[src/rtl/bcdd_pkg.sv]
// Shared types and constants for the derated charge-delta block.
// Holds field widths, breakpoint axes, the capacity table and the queue word.
// No dependencies.
package bcdd_pkg;

  // port field widths
  localparam int CUR_W     = 20;
  localparam int TEMP_W    = 8;
  localparam int CAP_W     = 20;
  localparam int INT_W     = 16;
  localparam int CFG_W     = 20;
  localparam int DELTA_W   = 32;
  localparam int PCT_W     = 23;

  // register map
  localparam int REG_IDX_W = 1;
  localparam logic [REG_IDX_W-1:0] REG_CAPACITY = 1'b0;
  localparam logic [REG_IDX_W-1:0] REG_INTERVAL = 1'b1;
  localparam logic [CAP_W-1:0]     CAP_RESET    = 20'd1000;
  localparam logic [INT_W-1:0]     INT_RESET    = 16'd1000;

  // interpolation grid
  localparam int TEMP_POINTS = 6;
  localparam int RATE_POINTS = 5;
  localparam int TIDX_W      = $clog2(TEMP_POINTS);
  localparam int RIDX_W      = $clog2(RATE_POINTS);
  localparam int TBL_W       = 7;

  // rate is Q16, clamped at 4.0 = 2^18
  localparam int RATE_FRAC = 16;
  localparam int RATE_W    = 19;
  localparam int RQ_BITS   = 18;
  localparam int RDROP     = RQ_BITS - RATE_FRAC;
  localparam int RSPAN_W   = RATE_FRAC + 1;
  localparam int KSH_W     = $clog2(RATE_FRAC + 1);
  localparam int TSPAN_W   = 5;

  localparam int WPROD_W = RSPAN_W + TSPAN_W;
  localparam int CPROD_W = WPROD_W + TBL_W;
  localparam int CSUM_W  = CPROD_W + 2;
  localparam int SUM_W   = 28;
  localparam int AQ_BITS = PCT_W;

  // charge step: mag * interval * 2^27 / (1125 * avail)
  localparam int PROD_W    = CUR_W + INT_W;
  localparam int DEN_W     = 34;
  localparam int CHG_SHIFT = 27;
  localparam int CQ_BITS   = DELTA_W;
  localparam int CDROP     = CQ_BITS - CHG_SHIFT;
  localparam logic [10:0] CHG_DEN = 11'd1125;

  localparam logic [DELTA_W-1:0] DELTA_MAX     = {1'b0, {(DELTA_W-1){1'b1}}};
  localparam logic [DELTA_W-1:0] DELTA_MIN_MAG = {1'b1, {(DELTA_W-1){1'b0}}};

  localparam logic [PCT_W-1:0] PCT_LOW  = 23'd4259840;  // 65 percent
  localparam logic [PCT_W-1:0] PCT_HIGH = 23'd6553600;  // 100 percent

  localparam int QUEUE_DEPTH = 2;
  localparam int QPTR_W      = 1;
  localparam int QCNT_W      = 2;

  localparam logic signed [TEMP_W-1:0] TEMP_AXIS [TEMP_POINTS] =
    '{-8'sd20, -8'sd10, 8'sd0, 8'sd10, 8'sd25, 8'sd55};

  localparam logic [RATE_W-1:0] RATE_AXIS [RATE_POINTS] =
    '{19'd32768, 19'd65536, 19'd131072, 19'd196608, 19'd262144};

  localparam logic [TBL_W-1:0] AVAIL_TABLE [TEMP_POINTS][RATE_POINTS] = '{
    '{7'd65,  7'd68,  7'd72,  7'd78,  7'd75},
    '{7'd85,  7'd85,  7'd81,  7'd80,  7'd75},
    '{7'd90,  7'd90,  7'd83,  7'd83,  7'd83},
    '{7'd98,  7'd95,  7'd90,  7'd88,  7'd88},
    '{7'd100, 7'd98,  7'd95,  7'd90,  7'd90},
    '{7'd100, 7'd100, 7'd100, 7'd100, 7'd98}
  };

  typedef struct packed {
    logic             neg;
    logic [CUR_W-1:0] mag;
    logic [PCT_W-1:0] avail;
  } bcdd_word_t;

  typedef struct packed {
    logic valid;
    logic full;
  } q_status_t;

endpackage

[src/rtl/bcdd_queue.sv]
// Two-word queue between the front end and the charge back end.
// Register storage, head read from the current read pointer. Uses bcdd_pkg.
module bcdd_queue (
  input  logic                 clk,
  input  logic                 rst,
  input  logic                 push,
  input  bcdd_pkg::bcdd_word_t push_word,
  input  logic                 pop,
  output bcdd_pkg::q_status_t  status,
  output bcdd_pkg::bcdd_word_t head
);
  import bcdd_pkg::*;

  bcdd_word_t        mem [QUEUE_DEPTH];
  logic [QPTR_W-1:0] wr_ptr, rd_ptr;
  logic [QCNT_W-1:0] count;
  logic              do_pop;

  assign status.valid = count != '0;
  assign status.full  = count == QCNT_W'(QUEUE_DEPTH);
  assign head         = mem[rd_ptr];
  assign do_pop       = pop && status.valid;

  always_ff @(posedge clk) begin
    if (push) begin
      mem[wr_ptr] <= push_word;
    end
  end

  // depth is a power of two, pointers wrap on their own
  always_ff @(posedge clk) begin
    if (rst) begin
      wr_ptr <= '0;
      rd_ptr <= '0;
      count  <= '0;
    end else begin
      if (push) wr_ptr <= wr_ptr + 1'b1;
      if (do_pop) rd_ptr <= rd_ptr + 1'b1;
      if (push && !do_pop) begin
        count <= count + 1'b1;
      end else if (!push && do_pop) begin
        count <= count - 1'b1;
      end
    end
  end

`ifndef SYNTHESIS
  a_no_overrun: assert property (@(posedge clk) disable iff (rst)
    push && status.full |-> pop)
    else $error("word pushed into full queue");

  a_count_bound: assert property (@(posedge clk) disable iff (rst)
    count <= QCNT_W'(QUEUE_DEPTH))
    else $error("queue count beyond depth");
`endif

endmodule

[config.mk]
export PLATFORM = sky130hd
export DESIGN_NAME = bcdd_queue
export DESIGN_NICKNAME = d
export VERILOG_FILES = /design/src/rtl/bcdd_pkg.sv /design/src/rtl/bcdd_queue.sv
export SDC_FILE = /design/constraint.sdc
export NUM_CORES = 1
export LEC_CHECK = 0
export BUFFER_PORTS_ARGS = -buffer_cell sky130_fd_sc_hd__buf_2
export CAP_MARGIN = 5
export CORE_UTILIZATION = 46
export DETAILED_ROUTE_END_ITERATION = 7
export PLACE_DENSITY = 0.74
export SYNTH_ARGS = -nofsm -noshare
export SYNTH_HDL_FRONTEND = slang
export SYNTH_SLANG_ARGS = --single-unit
[constraint.sdc]
create_clock -name clk -period 2.9 [get_ports clk]
set_input_delay 0.29 -clock clk [delete_from_list [all_inputs] [get_ports clk]]
set_output_delay 0.29 -clock clk [all_outputs]
set_load 0.01 [all_outputs]
# Word level (Yosys, flattened, before mapping)
# Memory sizes are Yosys's and may differ from the RTL's. A register that Yosys moved wholly into a read port is not among the register bits.
# Cells that the tools add are included.
# Widths: inputs -> output; s select.
# op_classes
addsub	4
eq_ne	1
n_mux	6
n_reduce_logical	7
# op_table
cell	n
$mux 1	4
$mux 2	2
$reduce_bool 2->1	2
$logic_and 1x1->1	3
$add 1x1->1 const B	2
$add 2x1->2 const B	1
$eq 2x2->1 const B	1
$logic_not 1->1	2
$sub 2x1->2 const B	1
# totals
wordCells	22
mem_bits_rw	88
input_bits	48
memories	1
reg_bits	4
output_inout_bits	46
# mem_list
name	depth	width	rd	rd_ports_with_merged_regs	wr	line_no	source
mem	2	44	1	1	1	bcdd_queue.sv:14	bcdd_word_t mem [QUEUE_DEPTH];

# Longest topological paths before layout
# depth
ltp_word	5
mapped_depth	5
mapped_depth_nobuf	5

# Least setup slack after synthesis
# Ideal clock, no wire load.
# synth_timing
path_kind	reg2reg
from	register wr_ptr
to	memory mem[0][0] in the netlist's numbering (enable)
synth_period_minus_slack_ps	2746
t_arrival_ps	2295
path_stages_with_launch	2
path_buffers	0
required_ps	2449
setup_ps	451
setup_slack_ps	154
path_cell_list	dfxtp_1 -> nor2b_1
# synth_rtl
element	line_no	source
start: declaration	bcdd_queue.sv:15	logic [QPTR_W-1:0] wr_ptr, rd_ptr;
start signal: assignment	bcdd_queue.sv:37	if (push) wr_ptr <= wr_ptr + 1'b1;
end: declaration	bcdd_queue.sv:14	
# Straight into the memory's write port.

==> summary.md <==
| Metric | Value |
|---|---|
| Slew Limit Fails | 0 |
| Shortest period the worst path allows | 2.01 ns |
| Clock Pin Slew Worst Setup and Hold Paths | approximately 0.09 ns |
| Layout-stage area growth over the synthesis result | 25.5% |
| Final routed DRC violation total | 0 |
| Share of post-route cells with drive strength above 1 | 60.5% |
| Initial detailed-routing violation count | 71 |
| Most frequent cells in the layout | 93 x buf_2, 88 x edfxtp_1, 44 x mux2_2, 9 x clkbuf_8 |
| Number of different library cells in the post-synthesis netlist | 16 |
| Post-Synthesis Net Count | 208 |
| Reg-to-Reg End | count[1] |
| All-Layer GR Usage | between 10% and 20% |
| Total of cells resized after clock tree synthesis | 0 |
| Total length of routed met2 wires | ~3.0 mm |
| CTS tree | done |
| Data arrival time of the critical path | 1.72 ns |
| Kind of start point of the critical path | flop |
| Syn Area/Cell | 21.3 µm² |
| Routed length per placed instance | between 15 and 20 µm |
| Routed length on met1 | approximately 2.3 mm |
| Hold EP | mem[1][41] |
| Die Ht | 87.8 µm |
| Transition time at the pin with the least slew margin | 0.598 ns |
| Number of cell rows | 30 |
| Pin count of the biggest net entering global routing | 45 |
| Share of the yosys chip area belonging to registers | 81.0% |
| Capturing element type of the critical path | output pin |
| Max-cap violation count | 0 |
| Average vias per placed instance | ~4.7 |
| HPWL after detailed placement | around 3.8 mm |
| Largest fanout on the critical path | 29 |
| Clock buffer count from CTS | 9 |
| Top-level I/O count | 94 |
| Critical setup path kind | flop to output pin |
| Outcome | finished clean |
| CTS H-tree lvls | 3 |
| TritonRoute pass-1 iters | 4 |
| Final estimated routing congestion in global placement | 0.664 |
| Fmax | between 0.4 and 0.5 GHz |
| Vias in the first global route | 1768 |
| Startpoint of the lowest-slack register-to-register path | count[0] |
| Global-route wire length before repair | slightly below 9 mm |
| Postcts setup bufs | 0 |
| Ant diodes | 0 |
| Initial antenna violation count | 0 |
| FF+latch count, synth | 93 |
| Worst reg-to-reg path cell count | 4 |
| Wire length after detailed routing | 5.73 mm |
| Most common cell after layout, fill and taps aside | buf_2 |
| Die outline width | around 90 µm |
| Top layer used by detailed routing | met4 |
| Number of vias after detailed routing | roughly 1700 |
| Number of cells produced by synthesis | around 160 |
| Core region area | 6940 µm² |
| CTS sink cnt | 93 |
| # nets final | a little over 300 |
| Total power per unit cell area | approximately 830 nW/µm² |
| Post-synthesis cell area | between 3000 and 4000 µm² |
| Aggregate negative setup slack | 0 ns |
| Worst max-slew margin expressed relative to the limit | 60.1% |
| Number of routed nets with antenna violations | 0 |
| Fin Clk Skew | 0.0111 ns |
| Min-Delay Path Depth | 1 |
| Setup slack of the worst register-to-register path | about 1.4 ns |
| Fin Hold WS | approximately 0.13 ns |
| Number of hold violations in the final report | 0 |
| Root buffer cell | clkbuf_8 |
| Worst endpoint required time | 2.61 ns |
| Number of warning messages in the yosys log | 0 |
| Number of buffers added to fix hold violations after cts | 0 |
| Insertion delay of the later-clocked pin in the worst-skew pair | 0.35 ns |
| Count of input and output buffers | 93 |
| Static leakage | ~1.6 nW |
| Worst ir drop on vdd | between 400 and 500 µV |
| Hold wc startpoint | push_word[41] |
| Overall overflow remaining after global route | 0 |
| Setup repair after global routing missed its margin | false |
| Post-route fraction of the period consumed by the critical path | a little under 70% |
| Area of the die | 7700 µm² |
| Starting density of the core | about half |
| Kind of path behind the tightest hold check | input pin to flop |
| Clock buffer depth | 2 |
| Amount of wire on met3 after detailed routing | around 330 µm |
| Final setup vio count | 0 |
[cell type report]
class	count	area [µm²]
clock buffers	9	124
clock inverters	7	145
fillers	534	2700
multi-input cells	61	616
flip-flops and latches	93	2740
well taps	96	120
repair buffers	96	500
[metrics by stage]
| step | setup slack [ns] | area (µm²) | instances | utilization, % | total power (W) |
|---|---|---|---|---|---|
| final | 0.891 | 4250 | 362 | 61.2 | 0.00352 |
| after global routing | 0.786 | 4250 | 362 | 61.2 | 0.00368 |
| after CTS | 0.864 | 4250 | 362 | 61.2 | 0.00356 |
| after detailed placement | 1.25 | 3980 | 346 | 57.3 | 0.00247 |
| after global placement | 1.26 | 3980 | 346 | 57.3 | 0.00245 |
| after floorplan | 0.154 | 3380 | 159 | - | 0.00218 |
[metal layers]
layer  global-route usage, %  up-vias
met5                       0        -
met4                    4.47        0
met3                    6.22        4
met2                    27.0       57
met1                    18.4      840
li1                        -      818
[cells in the mapped netlist]
cell type / instances / share of area, %
and2_1: 1 / 0.18
dfxtp_1: 5 / 3.0
o21ai_0: 2 / 0.30
ha_1: 1 / 0.37
mux2_2: 44 / 15
buf_4: 4 / 0.89
edfxtp_1: 88 / 78
a21oi_1: 1 / 0.15
nor2_1: 4 / 0.44
or3_1: 1 / 0.18
and2b_2: 1 / 0.26
xor2_1: 3 / 0.78
xnor2_1: 1 / 0.26
or2_2: 1 / 0.18
nor2b_1: 1 / 0.18
buf_2: 1 / 0.15
[registers in the layout, indices dropped and copies added, names as in the netlist, named ones only]
name and count:
count 2, mem 88, rd_ptr 1, wr_ptr 1
[cells by family after synthesis]
family	after synthesis	share of synthesized area, %
DFF	93	81.0
muxes	44	14.6
xor gates and xnor gates	4	1.04
and+or+nand+nor	9	1.44
buffers and inverters	5	1.04
adders and majority gates	1	0.370
AOI/OAI and AO/OA	3	0.443
[where the power goes]
group | internal [W] | total [W] | switching, W
Combinational | 0.000407 | 0.000769 | 0.000362
Sequential | 0.00158 | 0.00166 | 0.0000733
Clock | 0.000664 | 0.00110 | 0.000431
[worst max path at each step]
stage,from,end,slack (ns),depth (start not counted)
floorplan,wr_ptr,mem[0][0],0.15,1
global placement,flop,head[23],1.26,3
detailed placement,flop,head[23],1.25,3
CTS,flop,head[23],0.86,3
global route,flop,head[23],0.79,3
finish,flop,head[23],0.89,3
[worst max-delay path, stage by stage (launching register included)]
cell	delay [ns]
dfxtp_2	0.59
buf_12	0.26
mux2_2	0.37
buf_2	0.14
No activity file was read; power rests on OpenSTA's default activity.
